[config.mk]
export PLATFORM = sky130hd
export DESIGN_NAME = xml_entity_decoder_utf8_flat
export DESIGN_NICKNAME = d
export VERILOG_FILES = /design/src/rtl/xed_pkg.sv /design/src/rtl/xed_in_if.sv /design/src/rtl/xed_out_if.sv /design/src/rtl/xed_scan.sv /design/src/rtl/xed_emit.sv /design/src/rtl/xml_entity_decoder_utf8.sv /design/src/flat_wrapper.sv
export SDC_FILE = /design/constraint.sdc
export NUM_CORES = 1
export LEC_CHECK = 0
export ABC_AREA = 1
export BUFFER_PORTS_ARGS = -buffer_cell sky130_fd_sc_hd__clkbuf_2
export CAP_MARGIN = 15
export CORE_MARGIN = 3
export CORE_UTILIZATION = 25
export DETAILED_ROUTE_END_ITERATION = 7
export GPL_ROUTABILITY_DRIVEN = 0
export PLACE_DENSITY = 0.41
export SYNTH_ARGS = -nofsm -noshare
export SYNTH_HDL_FRONTEND = slang
export SYNTH_SLANG_ARGS = --single-unit
[constraint.sdc]
create_clock -name clk -period 8 [get_ports clk]
set_clock_uncertainty 0.1 [all_clocks]
set_input_delay 2.4 -clock clk [delete_from_list [all_inputs] [get_ports clk]]
set_output_delay 2.4 -clock clk [all_outputs]
set_load 0.05 [all_outputs]
[src/rtl/xed_pkg.sv]
// Shared types and constants for the XML entity decoder with UTF-8 output.
// No dependencies; every other file of the block imports this package.
package xed_pkg;

	// Longest entity body that is collected between '&' and ';'
	localparam int MAX_ENTITY_CHARS = 11;
	localparam int LEN_W = $clog2(MAX_ENTITY_CHARS + 1);

	// Highest code point a numeric reference may name
	localparam logic [20:0] CP_MAX = 21'h10FFFF;

	// Scan modes
	localparam logic [1:0] MODE_PLAIN  = 2'd0;
	localparam logic [1:0] MODE_ENTITY = 2'd1;
	localparam logic [1:0] MODE_DROP   = 2'd2;

	// Characters of interest
	localparam logic [7:0] CH_AMP  = 8'h26;  // &
	localparam logic [7:0] CH_SEMI = 8'h3B;  // ;
	localparam logic [7:0] CH_HASH = 8'h23;  // #
	localparam logic [7:0] CH_LT   = 8'h3C;  // <
	localparam logic [7:0] CH_GT   = 8'h3E;  // >
	localparam logic [7:0] CH_QUOT = 8'h22;  // "
	localparam logic [7:0] CH_APOS = 8'h27;  // '
	localparam logic [7:0] CH_X_LO = 8'h78;
	localparam logic [7:0] CH_X_UP = 8'h58;

	// Input item
	typedef struct packed {
		logic [7:0] in_byte;
		logic       last_in_string;
	} in_item_t;

	// Result item
	typedef struct packed {
		logic [7:0] out_byte;
		logic       byte_valid;
		logic       string_end;
		logic       error;
	} out_item_t;

	// Group of up to four results caused by one input item
	typedef struct packed {
		logic [2:0]      cnt;       // number of results, 0 to 4 (0 when none)
		logic [3:0][7:0] bytes;     // result bytes, first in bytes[0]
		logic            bvalid;    // bytes carry data (0 for an end marker)
		logic            str_end;   // final result closes the string
		logic            err;       // end marker of a malformed string
	} grp_t;

endpackage

[src/rtl/xed_in_if.sv]
// Input channel of the entity decoder: valid/ready with one text byte per item.
// Depends on xed_pkg.
interface xed_in_if import xed_pkg::*; ();
	logic     valid;
	logic     ready;
	in_item_t data;

	modport source (output valid, output data, input ready);
	modport sink (input valid, input data, output ready);
endinterface

[src/rtl/xed_out_if.sv]
// Output channel of the entity decoder: valid/ready with one result byte per item.
// Depends on xed_pkg.
interface xed_out_if import xed_pkg::*; ();
	logic      valid;
	logic      ready;
	out_item_t data;

	modport source (output valid, output data, input ready);
	modport sink (input valid, input data, output ready);
endinterface

[src/rtl/xed_scan.sv]
// Entity scanner: tracks text/entity/drop mode, folds numeric digits as they
// arrive and builds the group of results for each accepted item. Uses xed_pkg.
module xed_scan import xed_pkg::*; (
	input  logic        clk,
	input  logic        arst_n,
	xed_in_if.sink      din,
	input  logic        take_ok,
	output logic        grp_load,
	output grp_t        grp
);

	logic [1:0]       mode_q, mode_d;
	logic [LEN_W-1:0] len_q, len_d;
	logic             err_seen_q, err_seen_d;
	logic [3:0][7:0]  chars_q;
	logic             num_q, hex_q, bad_q, big_q;
	logic [3:0]       ndig_q;
	logic [20:0]      val_q;

	logic             acc;
	logic [7:0]       b;
	logic             last;
	logic             collect;

	// Name and numeric decode of the collected entity
	logic             is_amp, is_lt, is_gt, is_quot, is_apos, num_ok;
	logic [3:0][7:0]  utf_bytes;
	logic [2:0]       utf_cnt;
	logic [3:0][7:0]  dec_bytes;
	logic [2:0]       dec_cnt;

	// Digit step
	logic             is_dec, is_hex, dig_ok, is_xch;
	logic [3:0]       dval;
	logic [24:0]      nv;

	assign acc = din.valid && din.ready;
	assign din.ready = take_ok;
	assign b = din.data.in_byte;
	assign last = din.data.last_in_string;

	assign is_amp = (len_q == LEN_W'(3)) && chars_q[0] == 8'h61 && chars_q[1] == 8'h6D
		&& chars_q[2] == 8'h70;
	assign is_lt = (len_q == LEN_W'(2)) && chars_q[0] == 8'h6C && chars_q[1] == 8'h74;
	assign is_gt = (len_q == LEN_W'(2)) && chars_q[0] == 8'h67 && chars_q[1] == 8'h74;
	assign is_quot = (len_q == LEN_W'(4)) && chars_q[0] == 8'h71 && chars_q[1] == 8'h75
		&& chars_q[2] == 8'h6F && chars_q[3] == 8'h74;
	assign is_apos = (len_q == LEN_W'(4)) && chars_q[0] == 8'h61 && chars_q[1] == 8'h70
		&& chars_q[2] == 8'h6F && chars_q[3] == 8'h73;
	assign num_ok = (len_q > LEN_W'(1)) && num_q && (ndig_q != 4'd0) && (ndig_q <= 4'd8)
		&& !bad_q && !big_q;

	// UTF-8 encoding of the folded code point
	always_comb begin
		utf_bytes = '0;
		if (val_q < 21'h80) begin
			utf_cnt = 3'd1;
			utf_bytes[0] = val_q[7:0];
		end else if (val_q < 21'h800) begin
			utf_cnt = 3'd2;
			utf_bytes[0] = {3'b110, val_q[10:6]};
			utf_bytes[1] = {2'b10, val_q[5:0]};
		end else if (val_q < 21'h10000) begin
			utf_cnt = 3'd3;
			utf_bytes[0] = {4'b1110, val_q[15:12]};
			utf_bytes[1] = {2'b10, val_q[11:6]};
			utf_bytes[2] = {2'b10, val_q[5:0]};
		end else begin
			utf_cnt = 3'd4;
			utf_bytes[0] = {5'b11110, val_q[20:18]};
			utf_bytes[1] = {2'b10, val_q[17:12]};
			utf_bytes[2] = {2'b10, val_q[11:6]};
			utf_bytes[3] = {2'b10, val_q[5:0]};
		end
	end

	always_comb begin
		dec_bytes = '0;
		dec_cnt = 3'd1;
		if (is_amp) begin
			dec_bytes[0] = CH_AMP;
		end else if (is_lt) begin
			dec_bytes[0] = CH_LT;
		end else if (is_gt) begin
			dec_bytes[0] = CH_GT;
		end else if (is_quot) begin
			dec_bytes[0] = CH_QUOT;
		end else if (is_apos) begin
			dec_bytes[0] = CH_APOS;
		end else if (num_ok) begin
			dec_bytes = utf_bytes;
			dec_cnt = utf_cnt;
		end else begin
			dec_cnt = 3'd0;
		end
	end

	// Digit classification and one fold step of the running value
	assign is_dec = b inside {[8'h30:8'h39]};
	assign is_hex = is_dec || (b inside {[8'h41:8'h46], [8'h61:8'h66]});
	assign dig_ok = hex_q ? is_hex : is_dec;
	assign is_xch = (b == CH_X_LO) || (b == CH_X_UP);
	assign dval = is_dec ? b[3:0] : b[3:0] + 4'd9;
	assign nv = hex_q ? ({val_q, 4'b0000} + 25'(dval))
		: ({1'b0, val_q, 3'b000} + {3'b000, val_q, 1'b0} + 25'(dval));

	// Mode, length and result group
	always_comb begin
		logic fail;
		fail = 1'b0;
		collect = 1'b0;
		mode_d = mode_q;
		len_d = len_q;
		err_seen_d = err_seen_q;
		grp = '0;
		grp.bvalid = 1'b1;
		case (mode_q)
			MODE_PLAIN: begin
				if (b == CH_AMP) begin
					mode_d = MODE_ENTITY;
					len_d = '0;
				end else begin
					grp.cnt = 3'd1;
					grp.bytes[0] = b;
				end
			end
			MODE_ENTITY: begin
				if (b == CH_SEMI) begin
					if (dec_cnt == 3'd0) begin
						fail = 1'b1;
					end else begin
						mode_d = MODE_PLAIN;
						grp.cnt = dec_cnt;
						grp.bytes = dec_bytes;
					end
					len_d = '0;
				end else if (len_q >= LEN_W'(MAX_ENTITY_CHARS)) begin
					fail = 1'b1;
				end else begin
					collect = 1'b1;
					len_d = len_q + LEN_W'(1);
				end
			end
			default: begin
			end
		endcase
		if (fail) begin
			mode_d = MODE_DROP;
			len_d = '0;
			err_seen_d = 1'b1;
			grp.cnt = 3'd0;
		end
		if (last) begin
			if (grp.cnt != 3'd0 && !err_seen_d && mode_d == MODE_PLAIN) begin
				grp.str_end = 1'b1;
			end else begin
				grp.cnt = 3'd1;
				grp.bytes = '0;
				grp.bvalid = 1'b0;
				grp.str_end = 1'b1;
				grp.err = 1'b1;
			end
			mode_d = MODE_PLAIN;
			len_d = '0;
			err_seen_d = 1'b0;
		end
	end

	assign grp_load = acc && (grp.cnt != 3'd0);

	// Control state
	always_ff @(posedge clk or negedge arst_n) begin
		if (!arst_n) begin
			mode_q <= MODE_PLAIN;
			len_q <= '0;
			err_seen_q <= 1'b0;
		end else if (acc) begin
			mode_q <= mode_d;
			len_q <= len_d;
			err_seen_q <= err_seen_d;
		end
	end

	// Collected name bytes and numeric fold; only read within the current entity
	always_ff @(posedge clk) begin
		if (acc && collect) begin
			if (len_q < LEN_W'(4)) begin
				chars_q[len_q[1:0]] <= b;
			end
			if (len_q == '0) begin
				num_q <= (b == CH_HASH);
				hex_q <= 1'b0;
				ndig_q <= 4'd0;
				bad_q <= 1'b0;
				big_q <= 1'b0;
				val_q <= '0;
			end else if (num_q) begin
				if (len_q == LEN_W'(1) && is_xch) begin
					hex_q <= 1'b1;
				end else begin
					if (!dig_ok) begin
						bad_q <= 1'b1;
					end
					if (ndig_q != 4'd9) begin
						ndig_q <= ndig_q + 4'd1;
					end
					if (nv > 25'(CP_MAX)) begin
						big_q <= 1'b1;
					end
					val_q <= nv[20:0];
				end
			end
		end
	end

endmodule

[src/rtl/xed_emit.sv]
// Result register: holds one group of up to four results and hands them out
// one item per cycle while the output is ready. Uses xed_pkg.
module xed_emit import xed_pkg::*; (
	input  logic        clk,
	input  logic        arst_n,
	input  logic        grp_load,
	input  grp_t        grp,
	output logic        take_ok,
	xed_out_if.source   dout
);

	logic [2:0]      cnt_q;
	logic [1:0]      idx_q;
	logic [3:0][7:0] bytes_q;
	logic            bvalid_q, end_q, err_q;
	logic            pop;

	assign dout.valid = (cnt_q != 3'd0);
	assign pop = dout.valid && dout.ready;

	// A new group may enter once the register is empty or its final item leaves
	assign take_ok = (cnt_q == 3'd0) || (cnt_q == 3'd1 && dout.ready);

	assign dout.data.out_byte = bytes_q[idx_q];
	assign dout.data.byte_valid = bvalid_q;
	assign dout.data.string_end = end_q && (cnt_q == 3'd1);
	assign dout.data.error = err_q;

	always_ff @(posedge clk or negedge arst_n) begin
		if (!arst_n) begin
			cnt_q <= 3'd0;
			idx_q <= 2'd0;
		end else if (grp_load) begin
			cnt_q <= grp.cnt;
			idx_q <= 2'd0;
		end else if (pop) begin
			cnt_q <= cnt_q - 3'd1;
			idx_q <= idx_q + 2'd1;
		end
	end

	// Payload of the held group
	always_ff @(posedge clk) begin
		if (grp_load) begin
			bytes_q <= grp.bytes;
			bvalid_q <= grp.bvalid;
			end_q <= grp.str_end;
			err_q <= grp.err;
		end
	end

endmodule

[src/rtl/xml_entity_decoder_utf8.sv]
// XML character entity decoder with UTF-8 output. One text byte enters per item
// and one result byte leaves per item. Plain bytes pass through the result
// register, and a new byte is taken in every cycle while the output keeps up.
// A closing ';' of a numeric reference yields one to four UTF-8 bytes at once;
// they leave one per cycle from the result register while the output keeps
// up, and input is held until the last of them leaves, a stall that the bytes
// of the entity itself more than cover on average. A malformed entity silences
// the rest of the string, which ends in a single marker item with error set.
// Depends on xed_pkg, xed_in_if, xed_out_if, xed_scan and xed_emit.
module xml_entity_decoder_utf8 import xed_pkg::*; (
	input  logic        clk,
	input  logic        arst_n,
	xed_in_if.sink      din,
	xed_out_if.source   dout
);

	logic take_ok;
	logic grp_load;
	grp_t grp;

	xed_scan u_scan (
		.clk      (clk),
		.arst_n   (arst_n),
		.din      (din),
		.take_ok  (take_ok),
		.grp_load (grp_load),
		.grp      (grp)
	);

	xed_emit u_emit (
		.clk      (clk),
		.arst_n   (arst_n),
		.grp_load (grp_load),
		.grp      (grp),
		.take_ok  (take_ok),
		.dout     (dout)
	);

endmodule
[src/flat_wrapper.sv]
// flat-port wrapper written by rule: the top's interface ports become plain ports
module xml_entity_decoder_utf8_flat import xed_pkg::*;
  (clk, arst_n, din_valid, din_data, din_ready, dout_valid, dout_data, dout_ready);
  xed_in_if din_i ();
  xed_out_if dout_i ();
  input  logic clk;
  input  logic arst_n;
  input wire logic [$bits(din_i.valid)-1:0] din_valid;
  input wire logic [$bits(din_i.data)-1:0] din_data;
  output wire logic [$bits(din_i.ready)-1:0] din_ready;
  output wire logic [$bits(dout_i.valid)-1:0] dout_valid;
  output wire logic [$bits(dout_i.data)-1:0] dout_data;
  input wire logic [$bits(dout_i.ready)-1:0] dout_ready;
  assign din_i.valid = din_valid;
  assign din_i.data = din_data;
  assign din_ready = din_i.ready;
  assign dout_valid = dout_i.valid;
  assign dout_data = dout_i.data;
  assign dout_i.ready = dout_ready;
  xml_entity_decoder_utf8 u_core (.clk(clk), .arst_n(arst_n), .din(din_i), .dout(dout_i));
endmodule
# Word-level counts from Yosys, hierarchy flattened
# Index checks and enable logic that the tools add are counted.
# word_totals
reg_bits	108
# classes
n_reduce_logical	63
add_sub_neg	8
n_mux	86
eq_ne	28
magnitude_cmp	17
# ops
operator	count
24-bit 2-to-1 mux	9
8-bit by 7-bit equality test with 1-bit output (second input constant)	14
8-bit 2-to-1 mux	10
35-bit 2-to-1 mux	2
25-bit by 4-bit adder with 25-bit output	2
16-bit 2-to-1 mux	3
21-bit 2-to-1 mux	2
38-bit 2-to-1 mux	1
3-bit 2-to-1 mux	12
36-bit 2-to-1 mux	1
4-bit 2-to-1 mux	9
1-bit logical AND	33
32-bit bitwise mux	1
32-bit 2-to-1 mux	1
24-bit by 22-bit adder with 25-bit output	1
25-bit by 21-bit > comparator with 1-bit output (second input constant)	1
25-bit 2-to-1 mux	1
8-bit by 6-bit equality test with 1-bit output (second input constant)	3
22-bit 2-to-1 mux	1
21-bit by 12-bit < comparator with 1-bit output (second input constant)	1
21-bit by 17-bit < comparator with 1-bit output (second input constant)	1
21-bit by 8-bit < comparator with 1-bit output (second input constant)	1
1-bit 2-to-1 mux	20
8-bit binary-select mux with 2-bit select	1
40 further kinds	71

# Longest topological paths before layout
# Gate-level depths: netlist of run 1.
# logic_depth
ltp_word	25
ltp_mapped	25
ltp_nobuf	25

# Cells and area by module
# Synthesis of run 1 repeated with hierarchy kept, for this count alone.
# hier_totals
hier_cells	960
hier_area_um2	7777.5
# by_module_without_submodules
mod	instances	cells_each	area_each_um2
xed_scan	1	820	6063.3
xed_emit	1	140	1714.1

# Worst setup path after synthesis of run 1
# OpenSTA, ideal clock, no wires.
# synth_path
kind	in2reg
start	input din_data[2]
end	register u_core.u_scan.val_q[14], data pin
t_arrival_ns	5.341
path_buffers	0
setup_slack_ns	2.304
cell_stages	19
cell_sequence	inv_1 ha_1 nand2_1 a311o_1 nand2_1 xor2_1 fa_1 fa_1 nand2_1 nand2_1 nand3b_1 nand2_1 nand2_1 nand2_1 a21oi_1 o21ai_0 xor2_1 o21ai_0 inv_1
# synth_via
elab_chain_len	7
word_cells_on_any_way	10
# synth_rtl
element	line_no	rtl
start, declared	flat_wrapper.sv:9	input wire logic [$bits(din_i.data)-1:0] din_data;
8-bit by 6-bit >= comparator with 1-bit output / 8-bit by 6-bit less-or-equal comparator with 1-bit output (equally long branches)	xed_scan.sv:99	assign is_dec = b inside {[8'h30:8'h39]};
1-bit logical AND	xed_scan.sv:99	
4-bit 2-to-1 mux *	xed_scan.sv:103	assign dval = is_dec ? b[3:0] : b[3:0] + 4'd9;
25-bit by 4-bit adder with 25-bit output (on tied branches)	xed_scan.sv:105, xed_scan.sv:104	
25-bit 2-to-1 mux *	xed_scan.sv:104	assign nv = hex_q ? ({val_q, 4'b0000} + 25'(dval))
21-bit 2-to-1 mux *	xed_scan.sv:198	if (len_q == LEN_W'(1) && is_xch) begin
21-bit 2-to-1 mux *	xed_scan.sv:197	end else if (num_q) begin
end signal, assigned	xed_scan.sv:210	val_q <= nv[20:0];
end, declared	xed_scan.sv:18	logic [20:0] val_q;
# Mark *: on every way between the ends. The rest lies on a longest branch, timed or not. The select of a mux whose other input is x is not followed.
# A chain may end at the register's enable or synchronous reset.

# Worst setup path in the final report of run 1
# layout_path
start	input din_data[1]
end	register u_core.u_scan.val_q[14], data pin
# The elaborated chain is that of the path after synthesis.

==> summary.txt, run 1 <==
Outcome
  – Status: completed

Critical path
  – WP buf/inv: 3
  – Slowest cell on crit path: fa_1
  – Crit Path Class: input port to flop
  – Critical Path RT: 8.02 ns
  – Crit path cell chain: clkbuf_2, inv_1, ha_1, nand2_1, a311o_1, nand2_1, xor2_1, fa_1, fa_1, nand2_1, nand2_1, nand3b_1, nand2_1, nand2_1, nand2_1, a21oi_1, o21ai_0, xor2_1, o21ai_0, inv_1
  – Crit. End Element: flop
  – Startpoint types: input port
  – Crit-path max cell delay: 0.50 ns
  – Critical path's top delay family: adder cells
  – CP Data Arrival Time: slightly below 6 ns
  – Critical Path Most Common Cell: nand2_1
  – Critical path fanouts, max: 11

Cells and area
  – Final nets: 1042
  – Fraction of layout instances using a drive strength above 1: 0.0872
  – Register area: just over 3000 sq um
  – Most common cell after layout, fill and taps aside: nand2_1
  – Area Growth Syn to Fin: 11.9%
  – # diodes: 0
  – Most frequent cells in the layout: 191 x nand2_1, 133 x nor2_1, 133 x inv_1
  – Fillers: 3158
  – Multi-input logic area: 3810 sq um
  – Non-filler cells, final: 1359

Clocking
  – Num CTS Buffers: 9
  – Setup bufs post-CTS: 0
  – Clock latency on the worst-skew pair: between 0.3 and 0.4 ns
  – Post-CTS Resized: 0
  – Post-CTS Hold Buffers: 0
  – Clock buffer depth: 2
  – CTS H-tree depth: 3
  – CTS tree: yes
  – Clk root buf: clkbuf_16
  – Worst-path clk slew: 0.08 ns
  – CTS sink cnt: between 100 and 150

Route
  – Drt first pass iters: 5
  – Number of remaining DRC errors: 0
  – Routed WL: 22500 microns
  – Final ANT Viol Nets: 0
  – Total number of vias: 6312
  – Via density: 4.64
  – Initial drt markers: 520
  – DR WL/cell: 16.5 microns

Power
  – Design Power: 2.08 mW
  – Pwr Density: 248 nW/um^2
  – Worst IR Drop VDD: about 0.10 mV
  – P_leak: 3.69 nW

Die
  – I/O Pins: 26
  – Initial Util: 0.257
  – Chip height: 179 microns
  – Die Area: 32000 sq um
  – Placement row count: 62
  – Core area: 29100 sq um
  – Die width: 179 microns

Timing
  – Setup violators final: 0
  – Setup TNS: 0 ns
  – Transition time of the tightest slew-check pin: 0.924 ns
  – Final Slew Violations: 0
  – RSZ-0062 raised after global routing: no
  – F_max: 0.168 GHz
  – Fin crit period: 5.95 ns
  – Period utilization: 0.743
  – Rel. slew slack: 0.380
  – Final hold viol count: 0
  – Worst hold slack: approximately 0.43 ns

Synth
  – Syn Area/Cell: 7.94 sq um
  – Ys Warns: 0
  – Post-synth EDFFs: just over 90
  – Cells after synthesis: 941
  – Async SR Flop Fraction: 0.114
  – Post-Syn Nets: 1013
  – Cell Area, Synth: 7480 sq um
  – Yosys reg bits: 105
  – Seq/Total Area, Yosys: 0.414
  – Primary FF master, synth: edfxtp_1
  – Yosys cell types: 51

GRT
  – Largest net degree at the start of global routing: 36
  – Initial antenna violation count: 0
  – Vias in the first global route: 6086
  – Tot GR Track Use: 0.145
  – Overflow after GRT: 0
  – First-pass GRT wire length: 35400 microns

Placed design
  – Dpl hpwl: approximately 17000 microns
  – Number of buffers added on ports: 25
  – Placed Cells: 1343

Min path
  – HP Class: flop to flop

Job
  – Max-cap violations: 0
-- worst register-to-register path, cell delays in order, from the launching register on --
cell and delay [ns]:
edfxtp_1 0.57, fa_1 0.57, fa_1 0.45, nand2_1 0.09, nand2_1 0.07, nand3b_1 0.10
nand2_1 0.12, nand2_1 0.09, nand2_1 0.10, a21oi_1 0.21, o21ai_0 0.12, xor2_1 0.17
o21ai_0 0.16, inv_1 0.06
-- power by group --
| part | leakage (nW) | internal [mW] | switching (mW) |
|---|---|---|---|
| registers | 1.01 | 0.718 | 0.0596 |
| logic | 2.53 | 0.217 | 0.613 |
| clock network | 0.144 | 0.248 | 0.223 |
| total | 3.69 | 1.18 | 0.895 |
-- final cells by class --
cell class,count,share of cell area
Sequential cell,105,0.370
Multi-Input combinational cell,686,0.455
Clock buffer,10,0.0274
Tap cell,384,0.0574
Timing Repair Buffer,30,0.0194
Inverter,138,0.0625
Clock inverter,6,0.00867
-- cell usage after synthesis, drive strengths merged (3+ instances only) --
library cell | count | area (sq um)
clkbuf | 8 | 30.0
nand4 | 19 | 125
nor2 | 151 | 648
o211ai | 11 | 87.6
or2 | 3 | 18.8
inv | 137 | 519
xor2 | 10 | 87.6
o21ai | 61 | 305
o221ai | 4 | 35.0
o21bai | 3 | 22.5
o22ai | 12 | 75.1
nor3 | 12 | 60.1
nor4 | 4 | 25.0
edfxtp | 93 | 2790
dfrtp | 12 | 300
buf | 4 | 25.0
a21oi | 60 | 300
ha | 57 | 713
nand3b | 4 | 30.0
nand2 | 201 | 808
nand3 | 53 | 275
-- per-layer routing --
| metal | global-route usage | vias to the layer above | wire, microns |
|---|---|---|---|
| met3 | 0.0186 | 23 | 599 |
| li1 | - | 3235 | - |
| met2 | 0.238 | 95 | 10500 |
| met4 | 0.0380 | 0 | 346 |
| met5 | 0 | - | 0 |
| met1 | 0.201 | 2959 | 11000 |
-- sequential cells by signal (all words and copies together), names as in the netlist --
register and flops:
u_core.u_emit.bvalid_q 1, u_core.u_emit.bytes_q 29, u_core.u_emit.cnt_q 3, u_core.u_emit.end_q 1, u_core.u_emit.err_q 1, u_core.u_emit.idx_q 2, u_core.u_scan.bad_q 1, u_core.u_scan.big_q 1
u_core.u_scan.chars_q 32, u_core.u_scan.err_seen_q 1, u_core.u_scan.hex_q 1, u_core.u_scan.len_q 4, u_core.u_scan.mode_q 2, u_core.u_scan.ndig_q 4, u_core.u_scan.num_q 1, u_core.u_scan.val_q 21
-- through the flow --
stage | worst slack (ns) | instance area, sq um | util
detailed placement | 1.68 | 8070 | 0.277
CTS | 2.06 | 8370 | 0.288
floorplan | 2.30 | 7480 | -
global route | 1.66 | 8370 | 0.288
global placement | 1.74 | 8070 | 0.277
finish | 2.05 | 8370 | 0.288
-- cells by family (layout without fill, tap and decap cells) --
logic type               after synthesis  in the layout  synth area share
AND/OR/NAND/NOR                      450            450             0.269
flip-flops                           105            105             0.414
AO/OA/AOI/OAI                        165            165             0.125
adder cells (fa/ha/maj)               59             59             0.101
buffers and inverters                150            184            0.0773
XOR/XNOR                              12             12            0.0141
-- final timing paths --
path / start / end / slack (ns) / cells past startpoint
max: din_data[1] / u_core.u_scan.val_q[14] / 2.05 / 20
min: u_core.u_emit.cnt_q[1] / u_core.u_emit.cnt_q[1] / 0.43 / 2
max reg2reg: u_core.u_scan.val_q[2] / u_core.u_scan.val_q[14] / 4.78 / 13
min reg2reg: u_core.u_emit.cnt_q[1] / u_core.u_emit.cnt_q[1] / 0.43 / 2
max in group asynchronous: arst_n / u_core.u_scan.mode_q[0] / 5.72 / 1
min in group asynchronous: arst_n / u_core.u_scan.len_q[3] / 1.83 / 1
(Power assumes the default switching activity.)
==> run 2, diff against run 1 <==
--- a/config.mk
+++ b/config.mk
@@ -12,7 +12,7 @@
 export CORE_UTILIZATION = 25
 export DETAILED_ROUTE_END_ITERATION = 7
 export GPL_ROUTABILITY_DRIVEN = 0
-export PLACE_DENSITY = 0.41
+export PLACE_DENSITY = 0.42
 export SYNTH_ARGS = -nofsm -noshare
 export SYNTH_HDL_FRONTEND = slang
 export SYNTH_SLANG_ARGS = --single-unit
==> constraint.sdc (replaced) <==
create_clock -name clk -period 5.3 [get_ports clk]
set_clock_uncertainty 0.1 [all_clocks]
set_input_delay 1.59 -clock clk [delete_from_list [all_inputs] [get_ports clk]]
set_output_delay 1.59 -clock clk [all_outputs]
set_load 0.05 [all_outputs]
==> summary.txt, run 2 (synthesis gave the netlist of run 1 again) <==
Die
  – Chip height: 179 microns (unchanged)
  – Die Area: 32000 sq um (unchanged)
  – Core area: 29100 sq um (unchanged)
  – Die width: 179 microns (unchanged)
  – I/O Pins: 26 (unchanged)
  – Initial Util: 0.257 (unchanged)
  – Placement row count: 62 (unchanged)

Critical path
  – Critical Path Most Common Cell: nand2_1
  – CP Data Arrival Time: 4.81 ns (-1.15 ns)
  – Critical Path RT: 5.27 ns (-2.75 ns)
  – Crit-path max cell delay: 0.49 ns (about the same)
  – Critical path fanouts, max: 4 (-7)
  – Startpoint types: input port
  – Worst R2R Setup Slack: 2.10 ns (-2.68 ns)
  – Crit path cell chain: clkbuf_2, inv_1, ha_1, nand2_1, a311o_1, nand2_1, xor2_2, fa_1, fa_1, nand2_1, nand2_1, nand3b_1, nand2_1, nand2_1, nand2_1, nand2_1, nand2_1, nand2_1, nand3_1, nand2_1, nor2_1, nand2_1, nand2_1, a21oi_1
  – Crit. End Element: flop
  – Crit Path Class: input port to flop
  – Slowest cell on crit path: fa_1

GRT
  – Met2 Track Usage GR: 0.236 (-0.00143)
  – Vias in the first global route: 6331 (+4.0%)
  – Overflow after GRT: 0 (unchanged)
  – First-pass GRT wire length: 34700 microns (-1.9%)
  – Largest net degree at the start of global routing: 33 (-8.3%)
  – Gr busiest metal: met2
  – Met3 Resource Use GR: 0.0203 (+0.00169)
  – Initial antenna violation count: 0 (unchanged)
  – Met1 usage: 0.189 (-0.0117)
  – Tot GR Track Use: 0.142 (-0.00319)

Min path
  – HP Class: flop to flop

Timing
  – Setup violators final: 0 (unchanged)
  – Final hold viol count: 0 (unchanged)
  – Transition time of the tightest slew-check pin: 0.855 ns (-0.0687 ns)
  – Final Slew Violations: 0 (unchanged)
  – Period utilization: 0.914
  – RSZ-0062 raised after global routing: no
  – F_max: 0.207 GHz
  – Setup TNS: 0 ns (unchanged)
  – Fin crit period: between 4 and 5 ns
  – Rel. slew slack: 0.426 (+0.0461)

Route
  – Routed WL: 22100 microns (-1.8%)
  – Via density: 4.61 (-0.78%)
  – Number of remaining DRC errors: 0 (unchanged)
  – Total number of vias: 6346 (+0.54%)
  – Final ANT Viol Nets: 0 (unchanged)
  – Drt first pass iters: 5 (unchanged)
  – Initial drt markers: 340 (-35%)
  – DR WL/cell: 16.0 microns (-3.1%)

Power
  – P_leak: 3.77 nW (+2.2%)
  – Design Power: 3.08 mW (+48%)
  – Combinational group share of total power: 0.401 (about the same)
  – Pwr Density: 362 nW/um^2 (+46%)
  – Clk pwr share: 0.218 (-0.008)
  – NetSw: 1.32 mW (+47%)
  – Seq pwr share: 0.381 (+0.007)
  – P_int: 1.76 mW (+49%)
  – Sw Share: 0.428 (-0.00306)
  – Worst IR Drop VDD: 0.141 mV (+34%)

Placed design
  – Number of buffers added on ports: 25 (unchanged)
  – Dpl hpwl: 16900 microns (-0.28%)

Clocking
  – Clk root buf: clkbuf_16
  – Num CTS Buffers: 9 (unchanged)
  – Post-CTS Hold Buffers: 0 (unchanged)
  – Worst-path clk slew: 0.08 ns (about the same)
  – CTS tree: yes
  – CTS H-tree depth: 3 (unchanged)
  – Clock latency on the worst-skew pair: 0.36 ns (about the same)
  – CTS sink cnt: 105 (unchanged)
  – Clock buffer depth: 2 (unchanged)

Job
  – Max-cap violations: 0 (unchanged)

Cells and area
  – Fraction of layout instances using a drive strength above 1: 0.105 (+0.0176)
  – Util after Layout: 0.292 (+0.00443)
  – Final nets: 1060 (+1.7%)
  – Number of flip-flops in the largest register: 32 (unchanged)
  – Fillers: 3189 (+0.98%)
  – # diodes: 0 (unchanged)
  – Most frequent cells in the layout: 191 x nand2_1, 133 x nor2_1, 133 x inv_1
  – Most common cell after layout, fill and taps aside: nand2_1
  – Multi-input logic area: 3810 sq um (+0.20%)
  – Area Growth Syn to Fin: 13.7%
  – Register area: 3090 sq um (unchanged)

Outcome
  – Status: completed
run 2: per-layer routing:
metal	vias to the layer above	routed length [microns]	part of all wire
li1	3262	-	-
met1	2965	10600	0.48
met2	87	10400	0.47
met3	32	623	0.028
met4	0	477	0.022
met5	-	0	0
run 2: critical path: cells and delay by family:
| kind | cells | cell delay, ns |
|---|---|---|
| and+or+nand+nor | 16 | 1.27 |
| adders and majority gates | 3 | 1.08 |
| AOI/OAI and AO/OA | 2 | 0.51 |
| xor gates and xnor gates | 1 | 0.19 |
| buffers and inverters | 2 | 0.18 |
run 2: final timing paths:
check,from,endpoint,depth (start not counted)
setup / recovery,din_data[2],u_core.u_scan.big_q,24
hold / removal,u_core.u_emit.cnt_q[1],u_core.u_emit.cnt_q[1],2
setup reg to reg,u_core.u_scan.val_q[2],u_core.u_scan.big_q,17
hold reg to reg,u_core.u_emit.cnt_q[1],u_core.u_emit.cnt_q[1],2
max in group asynchronous,arst_n,u_core.u_emit.idx_q[0],1
min in group asynchronous,arst_n,u_core.u_emit.idx_q[1],1
run 2: timing repair:
action	CTS	global route
setup buffers	0	0
gates resized for setup	0	1
endpoints found under the setup margin	0	2
run 2: final cells by class:
cell class,count,area share
clock buffer,11,0.0286
clock inverter,5,0.00530
inverter,138,0.0616
multi-input combinational,686,0.449
sequential,105,0.364
tap,384,0.0565
timing repair buffer,48,0.0350
run 2: power by group through the flow:
stage / logic, mW / registers [mW] / clock network, mW
finish: 1.23 / 1.17 / 0.670
global route: 1.39 / 1.19 / 0.727
CTS: 1.26 / 1.18 / 0.694
detailed placement: 1.25 / 1.19 / 0
global placement: 1.26 / 1.19 / 0
floorplan: 0.912 / 1.15 / 0
run 2: stage by stage:
step	cells	hold WS, ns	setup WS, ns	instance area [sq um]
final	1377	0.415	0.458	8500
after global placement	1361	0.399	0.0948	8200
after global routing	1377	0.455	0.0446	8500
after CTS	1377	0.422	0.379	8490
after floorplan	941	0.376	0.414	7480
after detailed placement	1361	0.403	0.00419	8200
